## src/rtl/core/ssu_pkg.sv

```systemverilog
package ssu_pkg;

   // Result word codes
   localparam logic [2:0] EV_EXPLICIT_ACK   = 3'd0;
   localparam logic [2:0] EV_FRAGMENT_ACKED = 3'd1;
   localparam logic [2:0] EV_FRAGMENT_HDR   = 3'd2;
   localparam logic [2:0] EV_PAYLOAD_BYTE   = 3'd3;
   localparam logic [2:0] EV_MALFORMED      = 3'd4;
   localparam logic [2:0] EV_MESSAGE_DONE   = 3'd5;

   // Field widths
   localparam int unsigned KIND_W  = 3;
   localparam int unsigned ID_W    = 32;
   localparam int unsigned INDEX_W = 11;
   localparam int unsigned SIZE_W  = 14;
   localparam int unsigned BYTE_W  = 8;
   localparam int unsigned MASK_W  = 7;

   // Command queue between parser and event expander
   localparam int unsigned CMD_DEPTH = 4;
   localparam int unsigned CMD_PTR_W = $clog2(CMD_DEPTH);
   localparam int unsigned CMD_CNT_W = $clog2(CMD_DEPTH + 1);

   // One parsed byte: an optional single event, an optional set of acked
   // fragment bits sharing one id and base index, and an optional tail event.
   typedef struct packed {
      logic               single_valid;
      logic [KIND_W-1:0]  single_kind;
      logic [MASK_W-1:0]  ack_mask;
      logic [ID_W-1:0]    message_id;
      logic [INDEX_W-1:0] fragment_index;
      logic               is_last_fragment;
      logic [SIZE_W-1:0]  fragment_size;
      logic [BYTE_W-1:0]  payload_byte;
      logic               tail_valid;
      logic [KIND_W-1:0]  tail_kind;
   } ssu_cmd_type;

   // One result word
   typedef struct packed {
      logic [KIND_W-1:0]  event_kind;
      logic [ID_W-1:0]    message_id;
      logic [INDEX_W-1:0] fragment_index;
      logic               is_last_fragment;
      logic [SIZE_W-1:0]  fragment_size;
      logic [BYTE_W-1:0]  payload_byte;
      logic               last_of_run;
   } ssu_event_type;

endpackage

```

## src/rtl/core/ssu_if.sv

```systemverilog
interface ssu_req_if import ssu_pkg::*; ();
   logic              valid;
   logic              ready;
   logic [BYTE_W-1:0] data_byte;
   logic              end_of_message;

   modport source (output valid, output data_byte, output end_of_message, input ready);
   modport sink   (input valid, input data_byte, input end_of_message, output ready);
endinterface

interface ssu_rsp_if import ssu_pkg::*; ();
   logic               valid;
   logic               ready;
   logic [KIND_W-1:0]  event_kind;
   logic [ID_W-1:0]    message_id;
   logic [INDEX_W-1:0] fragment_index;
   logic               is_last_fragment;
   logic [SIZE_W-1:0]  fragment_size;
   logic [BYTE_W-1:0]  payload_byte;
   logic               last_of_run;

   modport source (output valid, output event_kind, output message_id,
                   output fragment_index, output is_last_fragment,
                   output fragment_size, output payload_byte,
                   output last_of_run, input ready);
   modport sink   (input valid, input event_kind, input message_id,
                   input fragment_index, input is_last_fragment,
                   input fragment_size, input payload_byte,
                   input last_of_run, output ready);
endinterface

```

## src/rtl/core/ssu_data_message_parser.sv

```systemverilog
// SSU data message parser. Takes one body byte per req_chan word, with
// end_of_message on the last byte of the datagram, and returns event words on
// rsp_chan: explicit acks, acked fragments (one per set bitfield bit),
// fragment headers, payload bytes, message done and malformed; last_of_run
// marks the final word caused by one input byte, and bytes that cause no
// event give no word. A byte is accepted every cycle while the four-entry
// command queue between the parser and the event expander has room; the
// expander gives one word per cycle while the receiver is ready, so a
// bitfield byte with k set bits gives k words (up to eight with a malformed
// tail), each through the work and output registers. Truncated messages
// give a malformed word and return the parser to idle; bytes after a
// completed message are dropped up to end_of_message.
module ssu_data_message_parser import ssu_pkg::*; (
   input logic       clock,
   input logic       reset,
   ssu_req_if.sink   req_chan,
   ssu_rsp_if.source rsp_chan
);

   logic        push;
   logic        pop;
   logic        fifo_full;
   logic        fifo_valid;
   ssu_cmd_type push_cmd;
   ssu_cmd_type pop_cmd;

   ssu_front u_front (
      .clock     (clock),
      .reset     (reset),
      .req_chan  (req_chan),
      .fifo_full (fifo_full),
      .push      (push),
      .cmd       (push_cmd)
   );

   ssu_cmd_fifo u_fifo (
      .clock     (clock),
      .reset     (reset),
      .push      (push),
      .push_data (push_cmd),
      .pop       (pop),
      .pop_data  (pop_cmd),
      .full      (fifo_full),
      .not_empty (fifo_valid)
   );

   ssu_back u_back (
      .clock      (clock),
      .reset      (reset),
      .fifo_valid (fifo_valid),
      .fifo_data  (pop_cmd),
      .pop        (pop),
      .rsp_chan   (rsp_chan)
   );

endmodule

```

## src/rtl/core/ssu_front.sv

```systemverilog
module ssu_front import ssu_pkg::*; (
   input  logic        clock,
   input  logic        reset,
   ssu_req_if.sink     req_chan,
   input  logic        fifo_full,
   output logic        push,
   output ssu_cmd_type cmd
);

   // Parse positions; unused codes behave as idle
   localparam logic [3:0] PH_IDLE      = 4'd0;
   localparam logic [3:0] PH_ACK_COUNT = 4'd1;
   localparam logic [3:0] PH_ACK_ID    = 4'd2;
   localparam logic [3:0] PH_BF_COUNT  = 4'd3;
   localparam logic [3:0] PH_BF_ID     = 4'd4;
   localparam logic [3:0] PH_BF_BYTE   = 4'd5;
   localparam logic [3:0] PH_FR_COUNT  = 4'd6;
   localparam logic [3:0] PH_FR_ID     = 4'd7;
   localparam logic [3:0] PH_FR_INFO   = 4'd8;
   localparam logic [3:0] PH_PAYLOAD   = 4'd9;
   localparam logic [3:0] PH_DRAIN     = 4'd10;

   logic [3:0]        phase_ff, phase_in;
   logic [1:0]        flag_ff, flag_in;
   logic [7:0]        items_ff, items_in;
   logic [ID_W-1:0]   id_ff, id_in;
   logic [2:0]        bif_ff, bif_in;
   logic [7:0]        bfn_ff, bfn_in;
   logic [23:0]       hdr_ff, hdr_in;
   logic [SIZE_W-1:0] pay_ff, pay_in;

   logic              accept;
   logic [7:0]        b;
   logic              eom;
   logic              finished;
   logic [ID_W-1:0]   id_shift;
   logic [23:0]       hdr_shift;
   logic [3:0]        bif_inc;
   logic [7:0]        items_dec;
   logic [SIZE_W-1:0] pay_dec;

   assign req_chan.ready = !fifo_full;
   assign accept         = req_chan.valid && req_chan.ready;
   assign b              = req_chan.data_byte;
   assign eom            = req_chan.end_of_message;
   assign id_shift       = {id_ff[23:0], b};
   assign hdr_shift      = {hdr_ff[15:0], b};
   assign bif_inc        = {1'b0, bif_ff} + 4'd1;
   assign items_dec      = items_ff - 8'd1;
   assign pay_dec        = pay_ff - SIZE_W'(1);

   // Parse one word: next state and the command it causes
   always_comb begin
      phase_in = phase_ff;
      flag_in  = flag_ff;
      items_in = items_ff;
      id_in    = id_ff;
      bif_in   = bif_ff;
      bfn_in   = bfn_ff;
      hdr_in   = hdr_ff;
      pay_in   = pay_ff;
      finished = 1'b0;
      cmd      = '0;

      unique case (phase_ff)
         PH_ACK_COUNT: begin
            items_in = b;
            if (b == 8'd0) begin
               phase_in = flag_ff[0] ? PH_BF_COUNT : PH_FR_COUNT;
            end else begin
               phase_in = PH_ACK_ID;
               bif_in   = '0;
               id_in    = '0;
            end
         end
         PH_ACK_ID: begin
            id_in  = id_shift;
            bif_in = bif_inc[2:0];
            if (bif_inc >= 4'd4) begin
               cmd.single_valid = 1'b1;
               cmd.single_kind  = EV_EXPLICIT_ACK;
               cmd.message_id   = id_shift;
               items_in         = items_dec;
               if (items_dec == 8'd0) begin
                  phase_in = flag_ff[0] ? PH_BF_COUNT : PH_FR_COUNT;
               end else begin
                  bif_in = '0;
                  id_in  = '0;
               end
            end
         end
         PH_BF_COUNT: begin
            items_in = b;
            if (b == 8'd0) begin
               phase_in = PH_FR_COUNT;
            end else begin
               phase_in = PH_BF_ID;
               bif_in   = '0;
               id_in    = '0;
            end
         end
         PH_BF_ID: begin
            id_in  = id_shift;
            bif_in = bif_inc[2:0];
            if (bif_inc >= 4'd4) begin
               phase_in = PH_BF_BYTE;
               bfn_in   = '0;
            end
         end
         PH_BF_BYTE: begin
            // mask bit j is fragment j of this byte, taken from bit 6-j
            cmd.ack_mask       = {b[0], b[1], b[2], b[3], b[4], b[5], b[6]};
            cmd.message_id     = id_ff;
            cmd.fragment_index = {bfn_ff, 3'b000} - {3'b000, bfn_ff};
            bfn_in             = bfn_ff + 8'd1;
            if (!b[7]) begin
               items_in = items_dec;
               if (items_dec == 8'd0) begin
                  phase_in = PH_FR_COUNT;
               end else begin
                  phase_in = PH_BF_ID;
                  bif_in   = '0;
                  id_in    = '0;
               end
            end
         end
         PH_FR_COUNT: begin
            items_in = b;
            if (b == 8'd0) begin
               finished = 1'b1;
            end else begin
               phase_in = PH_FR_ID;
               bif_in   = '0;
               id_in    = '0;
            end
         end
         PH_FR_ID: begin
            id_in  = id_shift;
            bif_in = bif_inc[2:0];
            if (bif_inc >= 4'd4) begin
               phase_in = PH_FR_INFO;
               bif_in   = '0;
               hdr_in   = '0;
            end
         end
         PH_FR_INFO: begin
            hdr_in = hdr_shift;
            bif_in = bif_inc[2:0];
            if (bif_inc >= 4'd3) begin
               cmd.single_valid     = 1'b1;
               cmd.single_kind      = EV_FRAGMENT_HDR;
               cmd.message_id       = id_ff;
               cmd.fragment_index   = {4'b0000, hdr_shift[23:17]};
               cmd.is_last_fragment = hdr_shift[16];
               cmd.fragment_size    = hdr_shift[SIZE_W-1:0];
               pay_in               = hdr_shift[SIZE_W-1:0];
               if (hdr_shift[SIZE_W-1:0] == '0) begin
                  items_in = items_dec;
                  if (items_dec == 8'd0) begin
                     finished = 1'b1;
                  end else begin
                     phase_in = PH_FR_ID;
                     bif_in   = '0;
                     id_in    = '0;
                  end
               end else begin
                  phase_in = PH_PAYLOAD;
               end
            end
         end
         PH_PAYLOAD: begin
            cmd.single_valid = 1'b1;
            cmd.single_kind  = EV_PAYLOAD_BYTE;
            cmd.message_id   = id_ff;
            cmd.payload_byte = b;
            pay_in           = pay_dec;
            if (pay_dec == '0) begin
               items_in = items_dec;
               if (items_dec == 8'd0) begin
                  finished = 1'b1;
               end else begin
                  phase_in = PH_FR_ID;
                  bif_in   = '0;
                  id_in    = '0;
               end
            end
         end
         PH_DRAIN: begin
         end
         default: begin
            // flag byte: bit 7 explicit acks, bit 6 bitfields
            flag_in = b[7:6];
            if (b[7]) begin
               phase_in = PH_ACK_COUNT;
            end else begin
               phase_in = b[6] ? PH_BF_COUNT : PH_FR_COUNT;
            end
         end
      endcase

      // Completion or truncation closes the run
      if (finished) begin
         cmd.tail_valid = 1'b1;
         cmd.tail_kind  = EV_MESSAGE_DONE;
         phase_in       = eom ? PH_IDLE : PH_DRAIN;
      end else if (eom) begin
         if (phase_in != PH_DRAIN) begin
            cmd.tail_valid = 1'b1;
            cmd.tail_kind  = EV_MALFORMED;
         end
         phase_in = PH_IDLE;
      end
   end

   assign push = accept && (cmd.single_valid || (|cmd.ack_mask) || cmd.tail_valid);

   always_ff @(posedge clock) begin
      if (reset) begin
         phase_ff <= PH_IDLE;
         flag_ff  <= '0;
         items_ff <= '0;
         id_ff    <= '0;
         bif_ff   <= '0;
         bfn_ff   <= '0;
         hdr_ff   <= '0;
         pay_ff   <= '0;
      end else if (accept) begin
         phase_ff <= phase_in;
         flag_ff  <= flag_in;
         items_ff <= items_in;
         id_ff    <= id_in;
         bif_ff   <= bif_in;
         bfn_ff   <= bfn_in;
         hdr_ff   <= hdr_in;
         pay_ff   <= pay_in;
      end
   end

   // A word marked end of message always leaves the parser idle
   a_eom_to_idle: assert property (@(posedge clock) disable iff (reset)
      (accept && eom) |=> (phase_ff == PH_IDLE))
      else $error("parser not idle after end of message");

endmodule

```

## src/rtl/core/ssu_cmd_fifo.sv

```systemverilog
module ssu_cmd_fifo import ssu_pkg::*; (
   input  logic        clock,
   input  logic        reset,
   input  logic        push,
   input  ssu_cmd_type push_data,
   input  logic        pop,
   output ssu_cmd_type pop_data,
   output logic        full,
   output logic        not_empty
);

   ssu_cmd_type          mem_ff [CMD_DEPTH];
   logic [CMD_PTR_W-1:0] wr_ptr_ff, wr_ptr_in;
   logic [CMD_PTR_W-1:0] rd_ptr_ff, rd_ptr_in;
   logic [CMD_CNT_W-1:0] count_ff, count_in;

   assign full      = (count_ff == CMD_CNT_W'(CMD_DEPTH));
   assign not_empty = (count_ff != '0);
   assign pop_data  = mem_ff[rd_ptr_ff];

   // Pointer and count update
   always_comb begin
      wr_ptr_in = wr_ptr_ff;
      rd_ptr_in = rd_ptr_ff;
      count_in  = count_ff;
      if (push) begin
         wr_ptr_in = (wr_ptr_ff == CMD_PTR_W'(CMD_DEPTH - 1)) ? '0 :
                     wr_ptr_ff + CMD_PTR_W'(1);
      end
      if (pop) begin
         rd_ptr_in = (rd_ptr_ff == CMD_PTR_W'(CMD_DEPTH - 1)) ? '0 :
                     rd_ptr_ff + CMD_PTR_W'(1);
      end
      if (push && !pop) begin
         count_in = count_ff + CMD_CNT_W'(1);
      end else if (pop && !push) begin
         count_in = count_ff - CMD_CNT_W'(1);
      end
   end

   always_ff @(posedge clock) begin
      if (reset) begin
         wr_ptr_ff <= '0;
         rd_ptr_ff <= '0;
         count_ff  <= '0;
      end else begin
         wr_ptr_ff <= wr_ptr_in;
         rd_ptr_ff <= rd_ptr_in;
         count_ff  <= count_in;
      end
   end

   // Storage, no reset needed
   always_ff @(posedge clock) begin
      if (push) begin
         mem_ff[wr_ptr_ff] <= push_data;
      end
   end

   a_no_underflow: assert property (@(posedge clock) disable iff (reset)
      pop |-> not_empty)
      else $error("command queue popped while empty");

endmodule

```

## src/rtl/core/ssu_back.sv

```systemverilog
module ssu_back import ssu_pkg::*; (
   input  logic        clock,
   input  logic        reset,
   input  logic        fifo_valid,
   input  ssu_cmd_type fifo_data,
   output logic        pop,
   ssu_rsp_if.source   rsp_chan
);

   ssu_cmd_type   work_ff, work_in;
   logic          work_valid_ff, work_valid_in;
   ssu_event_type ev_ff, ev;
   logic          rsp_valid_ff, rsp_valid_in;

   ssu_cmd_type   work_upd;
   logic [2:0]    sel;
   logic          out_adv;
   logic          fire;
   logic          work_done;

   // Lowest pending fragment bit
   always_comb begin
      sel = '0;
      for (int j = MASK_W - 1; j >= 0; j--) begin
         if (work_ff.ack_mask[j]) begin
            sel = 3'(j);
         end
      end
   end

   // Pick the next word of the current command
   always_comb begin
      ev       = '0;
      work_upd = work_ff;
      priority if (work_ff.single_valid) begin
         ev.event_kind        = work_ff.single_kind;
         ev.message_id        = work_ff.message_id;
         ev.fragment_index    = work_ff.fragment_index;
         ev.is_last_fragment  = work_ff.is_last_fragment;
         ev.fragment_size     = work_ff.fragment_size;
         ev.payload_byte      = work_ff.payload_byte;
         work_upd.single_valid = 1'b0;
      end else if (|work_ff.ack_mask) begin
         ev.event_kind     = EV_FRAGMENT_ACKED;
         ev.message_id     = work_ff.message_id;
         ev.fragment_index = work_ff.fragment_index + {8'd0, sel};
         work_upd.ack_mask = work_ff.ack_mask & ~(MASK_W'(1) << sel);
      end else begin
         ev.event_kind       = work_ff.tail_kind;
         work_upd.tail_valid = 1'b0;
      end
      ev.last_of_run = !(work_upd.single_valid || (|work_upd.ack_mask) ||
                         work_upd.tail_valid);
   end

   assign out_adv   = !rsp_valid_ff || rsp_chan.ready;
   assign fire      = out_adv && work_valid_ff;
   assign work_done = fire && ev.last_of_run;
   assign pop       = fifo_valid && (!work_valid_ff || work_done);

   // Work register and output register
   always_comb begin
      work_valid_in = work_valid_ff;
      work_in       = work_ff;
      if (pop) begin
         work_valid_in = 1'b1;
         work_in       = fifo_data;
      end else if (work_done) begin
         work_valid_in = 1'b0;
      end else if (fire) begin
         work_in = work_upd;
      end
      rsp_valid_in = out_adv ? fire : rsp_valid_ff;
   end

   always_ff @(posedge clock) begin
      if (reset) begin
         work_valid_ff <= 1'b0;
         rsp_valid_ff  <= 1'b0;
      end else begin
         work_valid_ff <= work_valid_in;
         rsp_valid_ff  <= rsp_valid_in;
      end
   end

   always_ff @(posedge clock) begin
      work_ff <= work_in;
      if (fire) begin
         ev_ff <= ev;
      end
   end

   assign rsp_chan.valid            = rsp_valid_ff;
   assign rsp_chan.event_kind       = ev_ff.event_kind;
   assign rsp_chan.message_id       = ev_ff.message_id;
   assign rsp_chan.fragment_index   = ev_ff.fragment_index;
   assign rsp_chan.is_last_fragment = ev_ff.is_last_fragment;
   assign rsp_chan.fragment_size    = ev_ff.fragment_size;
   assign rsp_chan.payload_byte     = ev_ff.payload_byte;
   assign rsp_chan.last_of_run      = ev_ff.last_of_run;

   // A held command always has a word left to give
   a_work_not_empty: assert property (@(posedge clock) disable iff (reset)
      work_valid_ff |-> (work_ff.single_valid || (|work_ff.ack_mask) ||
                         work_ff.tail_valid))
      else $error("empty command held in work register");

   // Done and malformed words always close their run
   a_tail_closes_run: assert property (@(posedge clock) disable iff (reset)
      (rsp_valid_ff && (ev_ff.event_kind == EV_MALFORMED ||
                        ev_ff.event_kind == EV_MESSAGE_DONE)) |-> ev_ff.last_of_run)
      else $error("tail word not marked last of run");

endmodule

```

## src/flat_wrapper.sv

```systemverilog
// flat-port wrapper written by rule: the top's interface ports become plain ports
module ssu_data_message_parser_flat import ssu_pkg::*;
  (clock, reset, req_chan_valid, req_chan_data_byte, req_chan_end_of_message, req_chan_ready, rsp_chan_valid, rsp_chan_event_kind, rsp_chan_message_id, rsp_chan_fragment_index, rsp_chan_is_last_fragment, rsp_chan_fragment_size, rsp_chan_payload_byte, rsp_chan_last_of_run, rsp_chan_ready);
  ssu_req_if req_chan_i ();
  ssu_rsp_if rsp_chan_i ();
  input logic clock;
  input logic reset;
  input wire logic [$bits(req_chan_i.valid)-1:0] req_chan_valid;
  input wire logic [$bits(req_chan_i.data_byte)-1:0] req_chan_data_byte;
  input wire logic [$bits(req_chan_i.end_of_message)-1:0] req_chan_end_of_message;
  output wire logic [$bits(req_chan_i.ready)-1:0] req_chan_ready;
  output wire logic [$bits(rsp_chan_i.valid)-1:0] rsp_chan_valid;
  output wire logic [$bits(rsp_chan_i.event_kind)-1:0] rsp_chan_event_kind;
  output wire logic [$bits(rsp_chan_i.message_id)-1:0] rsp_chan_message_id;
  output wire logic [$bits(rsp_chan_i.fragment_index)-1:0] rsp_chan_fragment_index;
  output wire logic [$bits(rsp_chan_i.is_last_fragment)-1:0] rsp_chan_is_last_fragment;
  output wire logic [$bits(rsp_chan_i.fragment_size)-1:0] rsp_chan_fragment_size;
  output wire logic [$bits(rsp_chan_i.payload_byte)-1:0] rsp_chan_payload_byte;
  output wire logic [$bits(rsp_chan_i.last_of_run)-1:0] rsp_chan_last_of_run;
  input wire logic [$bits(rsp_chan_i.ready)-1:0] rsp_chan_ready;
  assign req_chan_i.valid = req_chan_valid;
  assign req_chan_i.data_byte = req_chan_data_byte;
  assign req_chan_i.end_of_message = req_chan_end_of_message;
  assign req_chan_ready = req_chan_i.ready;
  assign rsp_chan_valid = rsp_chan_i.valid;
  assign rsp_chan_event_kind = rsp_chan_i.event_kind;
  assign rsp_chan_message_id = rsp_chan_i.message_id;
  assign rsp_chan_fragment_index = rsp_chan_i.fragment_index;
  assign rsp_chan_is_last_fragment = rsp_chan_i.is_last_fragment;
  assign rsp_chan_fragment_size = rsp_chan_i.fragment_size;
  assign rsp_chan_payload_byte = rsp_chan_i.payload_byte;
  assign rsp_chan_last_of_run = rsp_chan_i.last_of_run;
  assign rsp_chan_i.ready = rsp_chan_ready;
  ssu_data_message_parser u_core (.clock(clock), .reset(reset), .req_chan(req_chan_i), .rsp_chan(rsp_chan_i));
endmodule
```

## config.mk

```make
export PLATFORM = sky130hd
export DESIGN_NAME = ssu_data_message_parser_flat
export DESIGN_NICKNAME = d
export VERILOG_FILES = /design/src/rtl/core/ssu_pkg.sv /design/src/rtl/core/ssu_if.sv /design/src/rtl/core/ssu_data_message_parser.sv /design/src/rtl/core/ssu_front.sv /design/src/rtl/core/ssu_cmd_fifo.sv /design/src/rtl/core/ssu_back.sv /design/src/flat_wrapper.sv
export SDC_FILE = /design/constraint.sdc
export NUM_CORES = 1
export LEC_CHECK = 0
export ABC_CLOCK_PERIOD_IN_PS = 12680
export BUFFER_PORTS_ARGS = -buffer_cell sky130_fd_sc_hd__buf_4
export CAP_MARGIN = 20
export CORE_MARGIN = 5
export CORE_UTILIZATION = 63
export CTS_CLUSTER_SIZE = 40
export DETAILED_ROUTE_END_ITERATION = 8
export PLACE_DENSITY = 0.9
export SKIP_LAST_GASP = 1
export SLEW_MARGIN = 5
export SYNTH_ARGS = -nofsm -noshare
export SYNTH_HDL_FRONTEND = slang
export SYNTH_SLANG_ARGS = --single-unit
```

## constraint.sdc

```tcl
create_clock -name clock -period 12.68 [get_ports clock]
set_clock_uncertainty 0.2 [all_clocks]
set_input_delay 1.902 -clock clock [delete_from_list [all_inputs] [get_ports clock]]
set_output_delay 1.902 -clock clock [all_outputs]
set_load 0.02 [all_outputs]
```

Word-level counts from Yosys, hierarchy flattened --
Memories as Yosys holds them, arrays and structs flattened. A register that Yosys moved wholly into a read port is not among the register bits. Index checks and enable logic that the tools add are counted.
Operators by class: multiply operators 0, muxes and demuxes 97, order comparisons 2, add/subtract/negate cells 10, reduce and logical (&&, ||, !) cells 47, shift-type cells 1, divide/modulo/power cells 0, bitwise gates (word level) 3, equal/unequal tests 23
Operators with widths (count):
- 32-bit two-way mux | 9
- 81-bit two-way mux | 3
- 32-bit one-hot mux with 6 select lines | 1
- 32-bit one-hot mux with 3 select lines | 1
- 4-bit two-way mux | 18
- 3-bit two-way mux | 23
- 58-bit two-way mux | 1
- 8-bit two-way mux | 7
- 46-bit two-way mux | 1
- 43-bit two-way mux | 1
- 4-bit one-hot mux with 10 select lines | 1
- 8-bit one-hot mux with 5 select lines | 1
- 16-bit one-hot mux with 2 select lines | 1
- 14-bit zero test | 2
- 14-bit one-hot mux with 2 select lines | 1
- 11-bit one-hot mux with 2 select lines | 1
- 7-bit two-way mux | 3
- 3-bit one-hot mux with 7 select lines | 1
- 7-bit OR reduction | 3
- 4-bit by 3-bit equality test with 1-bit output (second input constant) | 4
- 8-bit zero test | 2
- 16-bit two-way mux | 1
- 2-bit != test (second input constant) | 8
- 8-bit one-hot mux with 2 select lines | 1
- 43 further kinds | 88
Word-level totals: bits in read-only memories 0, logic and storage cells 214, register bits after elaboration 246, memories 1, bits in latches 0, memory bits (writable) 324
Memory list:
- u_core.u_fifo.mem_ff | words 4, bits a word 81, rd ports 1, clocked after Yosys merged registers in 1, write ports 1, RTL line ssu_cmd_fifo.sv:12 | ssu_cmd_type mem_ff [CMD_DEPTH];

Depth between registers and ports, before layout --
word-level depth 21, mapped depth 14

Modules after synthesis --
Synthesis repeated with hierarchy kept, for this count alone.
Second synthesis, totals: cell total of the unflattened synthesis 1669, area total of the unflattened synthesis 24345.8 um^2
Modules (own cells, without submodules):
- ssu_cmd_fifo | cells each 467, seq. area each 9909.5 um^2, area an instance 12210.5 um^2, instances 1
- ssu_back | cells each 409, seq. area each 4574.4 um^2, area an instance 6237.2 um^2, instances 1
- ssu_front | cells each 793, seq. area each 1721.7 um^2, area an instance 5898.2 um^2, instances 1

Least setup slack after synthesis --
Ideal clock, no wire load.
kind input -> register, start in req_chan_data_byte[5], end mem u_core.u_fifo.mem_ff[0][0] in the netlist's numbering, enable pin, path buffers 3, library setup time 0.445 ns, stages on the path 9, data required time 12.035 ns, arrival time 4.978 ns, path slack 7.058 ns, cell sequence buf_2 -> nor4_2 -> and2_1 -> buf_2 -> a31oi_1 -> nor2_1 -> o41a_1 -> buf_2 -> and2_1
Between the ends: word-level cells in the longest chain between the ends 12, elaborated cells on any way between the ends 23
Ends and longest elaborated chain:
- start: declaration | RTL line flat_wrapper.sv:9 | input wire logic [$bits(req_chan_i.data_byte)-1:0] req_chan_data_byte;
- 14-bit zero test | RTL line ssu_front.sv:157 | if (hdr_shift[SIZE_W-1:0] == '0) begin
- 4-bit two-way mux | RTL line ssu_front.sv:157
- 4-bit two-way mux | RTL line ssu_front.sv:149 | if (bif_inc >= 4'd3) begin
- 4-bit one-hot mux with 10 select lines | RTL line ssu_front.sv:65 | unique case (phase_ff)
- 4-bit != test | RTL line ssu_front.sv:207 | if (phase_in != PH_DRAIN) begin
- 4-bit two-way mux | RTL line ssu_front.sv:207
- 4-bit two-way mux | RTL line ssu_front.sv:206 | end else if (eom) begin
- 4-bit two-way mux | RTL line ssu_front.sv:202 | if (finished) begin
- 1-bit logical OR * | RTL line ssu_front.sv:215 | assign push = accept && (cmd.single_valid || (|cmd.ack_mask) || cmd.tail_valid);
- 1-bit logical AND * | RTL line ssu_front.sv:215
- via u_core.push | RTL line ssu_data_message_parser.sv:20 | logic push;
- 1-bit two-way mux * | RTL line ssu_cmd_fifo.sv:55 | if (push) begin
- 1-bit two-way mux (not written as such) * | RTL line ssu_cmd_fifo.sv:56 | mem_ff[wr_ptr_ff] <= push_data;
- end: declaration | RTL line ssu_cmd_fifo.sv:12
Mark *: on every way through the listed nets, which the timed path passes. The rest lies on a longest branch.

==> impl_summary.log <==
[metrics] final-stage net count: 1,728
[metrics] required arrival time at the worst endpoint: 12,680 ps
[metrics] area enclosed by the die boundary: 0.0418 mm2
[metrics] worst slew margin relative to its limit: 0.175
[metrics] count of boundary I/O pins: 85
[metrics] First DRT Iteration DRCs: 2,292
[metrics] drt first pass iters: 6
[metrics] root buffer cell: sky130_fd_sc_hd__clkbuf_16
[metrics] wire length of the first global-routing pass: 90.1 mm
[metrics] critical path class: flip-flop to flip-flop
[metrics] reg2reg start: u_core.u_front.phase_ff[1]$_SDFFE_PP0P_
[metrics] tightest hold margin: 264 ps
[metrics] number of synthesized register bits: 558
[metrics] sequential fraction of design power: 0.473
[metrics] startpoint class of the critical path: flip-flop
[metrics] Hold/Removal Path Class: flip-flop to flip-flop
[metrics] proportion of synthesized chip area in sequential cells: 0.662
[metrics] relative contribution of the clock network to total power: 0.294
[metrics] hold buffer count at cts: 0
[metrics] DR vias: 15,169
[metrics] static leakage: 9.03 nW
[metrics] share of the cycle needed by the critical path after routing: 0.409
[metrics] top_reg_cell synth: sky130_fd_sc_hd__edfxtp_1
[metrics] CTS Buf Count: 53
[metrics] reg2reg setup slack: 7490 ps
[metrics] mean post-synth cell area: 14.6 um2
[metrics] slew at the pin closest to its max-slew limit: 1230 ps
[metrics] clock latency on the worst-skew pair: 600 ps
[metrics] Combinational Power Share: 0.232
[metrics] hold path startpoint: u_core.u_front.id_ff[31]$_SDFFE_PP0P_
[metrics] TritonCTS clock tree: built
[metrics] Core Rows: 71
[metrics] GRT overflow: 0
[metrics] Synth async-reset ratio: 0
[metrics] die height: 205 um
[metrics] total negative slack for setup checks: 0 ps
[metrics] overall track demand over capacity in global routing: 0.282
[metrics] Pwr Density: 207 mW/mm2
[metrics] top area cells in the synthesized netlist: sky130_fd_sc_hd__edfxtp_1, sky130_fd_sc_hd__dfxtp_1, sky130_fd_sc_hd__mux4_2
[metrics] core region area: 0.0375 mm2
[metrics] highest attainable clock frequency: 193 MHz
[metrics] number of resized instances in the post-cts repair step: 0
[metrics] Endpoint, Worst Hold: u_core.u_front.id_ff[31]$_SDFFE_PP0P_
[metrics] total count of hold-check failures in the final report: 0
[metrics] maximum resistive drop on vdd: 0.111 mV
[metrics] cell type with the largest total area after synthesis: sky130_fd_sc_hd__edfxtp_1
[metrics] Int Power: 3.82 mW
[metrics] Final Max Tran Viols: 0
[metrics] logic depth of the worst register-to-register path: 8
[metrics] maximum number of pins on one net before global-route repair: 90
[metrics] synth-to-layout area growth: 11.7%
[metrics] Total Wirelength: 59.9 mm
[metrics] Clock Tree Buf Depth: 3
[metrics] number of H-tree levels: 2
[metrics] Routed WL per cell: 26.6 um
[metrics] netlist area before placement: 0.0238 mm2
[metrics] routed via count divided by cell count: 6.74
[metrics] number of distinct library cells after synthesis: 95
[metrics] ANT nets after route: 0
[metrics] number of global-route vias before repair: 14,642
[metrics] Worst setup EP type: flip-flop
[metrics] net switching fraction of the power: 0.306
[metrics] CTS sink count: 558
[metrics] die width: 205 um
[metrics] Min Clock Period, post-route: 5190 ps
[metrics] number of enable-type register cells in the synthesized netlist: 461
[metrics] # port buffers: 84
[metrics] post-CTS repair timing setup buffer count: 0
[metrics] syn nets: 1,670
[metrics] proportion of layout cells with a drive suffix above 1: 0.214
[metrics] worst flop-to-flop path endpoint: u_core.u_fifo.mem_ff[2][51]$_DFFE_PP_
[metrics] Post-Synthesis Cells: 1,634
[metrics] arrival time reported for the critical path endpoint: 5190 ps
[metrics] DPL Wire Length: 32.1 mm
[metrics] largest driver fanout on the critical path: 64
[metrics] count leader, synth: sky130_fd_sc_hd__edfxtp_1
[metrics] Initial Util: 0.636
[metrics] antenna violations before repair: 2
[metrics] Yosys top cell area share: 0.581
[metrics] clock edge transition at the registers on the reported setup and hold paths: 60 ps
[metrics] reported net switching power: 1.69 mW
[metrics] setup-violating endpoint count in the final report: 0
[metrics] setup repair after global routing missed its margin: false
[metrics] commonest cells in the netlist: sky130_fd_sc_hd__edfxtp_1, sky130_fd_sc_hd__and2_1, sky130_fd_sc_hd__nor2_1
[metrics] Routability Congestion: 0.882
[metrics] fill count: 2,187
[metrics] Yosys warning total: 0
[metrics] cell count of the worst hold path: 2
[metrics] DRC Markers: 0
[metrics] Max Cap Viol: 0
[metrics] result of the run: completed
[worst max path at each step]
stage                                             from                               endpoint  slack [ps]  cells after the start
2_1_floorplan                    req_chan_data_byte[5]   u_core.u_fifo.mem_ff[0][0]$_DFFE_PP_        7060                      9
3_5_place_dp                     req_chan_data_byte[5]  u_core.u_fifo.mem_ff[2][33]$_DFFE_PP_        7520                      8
5_1_grt        u_core.u_front.phase_ff[1]$_SDFFE_PP0P_  u_core.u_fifo.mem_ff[2][51]$_DFFE_PP_        7260                      8
6_report       u_core.u_front.phase_ff[1]$_SDFFE_PP0P_  u_core.u_fifo.mem_ff[2][51]$_DFFE_PP_        7490                      8
4_1_cts        u_core.u_front.phase_ff[1]$_SDFFE_PP0P_  u_core.u_fifo.mem_ff[2][42]$_DFFE_PP_        7690                      8
3_3_place_gp                     req_chan_data_byte[5]  u_core.u_fifo.mem_ff[2][33]$_DFFE_PP_        7560                      8
[critical path, stage by stage (launching register included)]
cell and delay (ps):
sky130_fd_sc_hd__dfxtp_1 560, sky130_fd_sc_hd__nor3b_2 950, sky130_fd_sc_hd__nand2_1 600, sky130_fd_sc_hd__inv_2 490
sky130_fd_sc_hd__nor2_1 160, sky130_fd_sc_hd__nand2b_1 230, sky130_fd_sc_hd__o41a_1 430, sky130_fd_sc_hd__and2_4 360
sky130_fd_sc_hd__buf_4 780
[state kept, by name, summed over array words and instances, names as in the netlist, 2 cells and up, named ones only]
signal                                 count
u_core.u_fifo.mem_ff                     312
u_core.u_front.bfn_ff                      8
u_core.u_back.rsp_chan.payload_byte        8
u_core.u_front.hdr_ff                     16
u_core.u_fifo.wr_ptr_ff                    2
u_core.u_front.bif_ff                      3
u_core.u_front.items_ff                    8
u_core.u_fifo.count_ff                     3
u_core.u_front.id_ff                      32
u_core.u_back.rsp_chan.message_id         32
u_core.u_front.phase_ff                    4
u_core.u_back.rsp_chan.fragment_size      14
u_core.u_front.pay_ff                     14
u_core.u_fifo.rd_ptr_ff                    2
u_core.u_back.rsp_chan.event_kind          3
u_core.u_back.rsp_chan.fragment_index     11
u_core.u_back.work_ff                     79
[layout make-up]
type / count / area (um2) / area share
antenna: 1 / 2.50 / 0.0000940
clock buffer: 68 / 1470 / 0.0550
clock inverter: 32 / 319 / 0.0120
inverter: 29 / 111 / 0.00418
multi-input combinational: 942 / 7390 / 0.278
sequential: 558 / 15800 / 0.593
tap: 511 / 639 / 0.0240
timing repair buffer: 108 / 903 / 0.0339
[cell families (layout without fill, tap and decap cells)]
family | Yosys count | in the layout | synth area share
other cells | 0 | 1 | 0
buf+inv | 134 | 237 | 0.0286
compound gates | 268 | 268 | 0.0824
xor+xnor | 27 | 27 | 0.00992
simple gates | 536 | 536 | 0.126
mux | 86 | 86 | 0.0771
fa+ha+maj | 25 | 25 | 0.0135
flops | 558 | 558 | 0.662
[layer usage]
metal	vias up	global-route usage	wire length [um]
met3	205	0.0546	6460
li1	6308	-	-
met5	-	0	13
met1	7489	0.397	22300
met4	2	0.0845	2410
met2	1165	0.458	28800
[through the flow]
step / power [mW] / area, um2 / utilization / std cells / setup slack, ps
floorplan: 3.44 / 23800 / - / 1634 / 7060
CTS: 5.49 / 26500 / 0.706 / 2241 / 7690
global route: 5.70 / 26600 / 0.710 / 2248 / 7260
global placement: 3.75 / 24700 / 0.659 / 2141 / 7560
finish: 5.51 / 26600 / 0.710 / 2249 / 7490
detailed placement: 3.82 / 24700 / 0.659 / 2141 / 7520
[power groups by stage]
| stage | Combinational [mW] | Sequential (mW) | Clock, mW |
|---|---|---|---|
| 5_1_grt | 1.36 | 2.63 | 1.71 |
| 2_1_floorplan | 0.810 | 2.63 | 0 |
| 3_5_place_dp | 1.21 | 2.62 | 0 |
| 4_1_cts | 1.27 | 2.60 | 1.63 |
| 3_3_place_gp | 1.15 | 2.60 | 0 |
| 6_report | 1.28 | 2.61 | 1.62 |
[cells in the final DEF, fill, tap and decap left out, drive strengths merged, types with 6 or more instances in the layout]
cell    synthesis  final
and3           20     20
nand4b          6      6
a211oi          9      9
or2             9      9
o211ai          9      9
a21o            8      8
buf            42    108
nand2b          7      7
clkbuf         63     68
a21oi          85     85
mux2i           8      8
a31oi           6      6
nor3           19     19
xnor2          13     13
a22oi          17     17
xor2           14     14
and2          120    120
o22ai           7      7
dfxtp          97     97
a22o           33     33
o21ai          43     43
mux4           78     78
nor2b          44     44
nand3          51     51
nor4            7      7
or3            13     13
nor2          109    109
o31ai          10     10
clkinv          0     22
inv            29     33
nand4          10     10
edfxtp        461    461
ha             21     21
nand2          99     99
No activity file was read; power rests on OpenSTA's default activity.
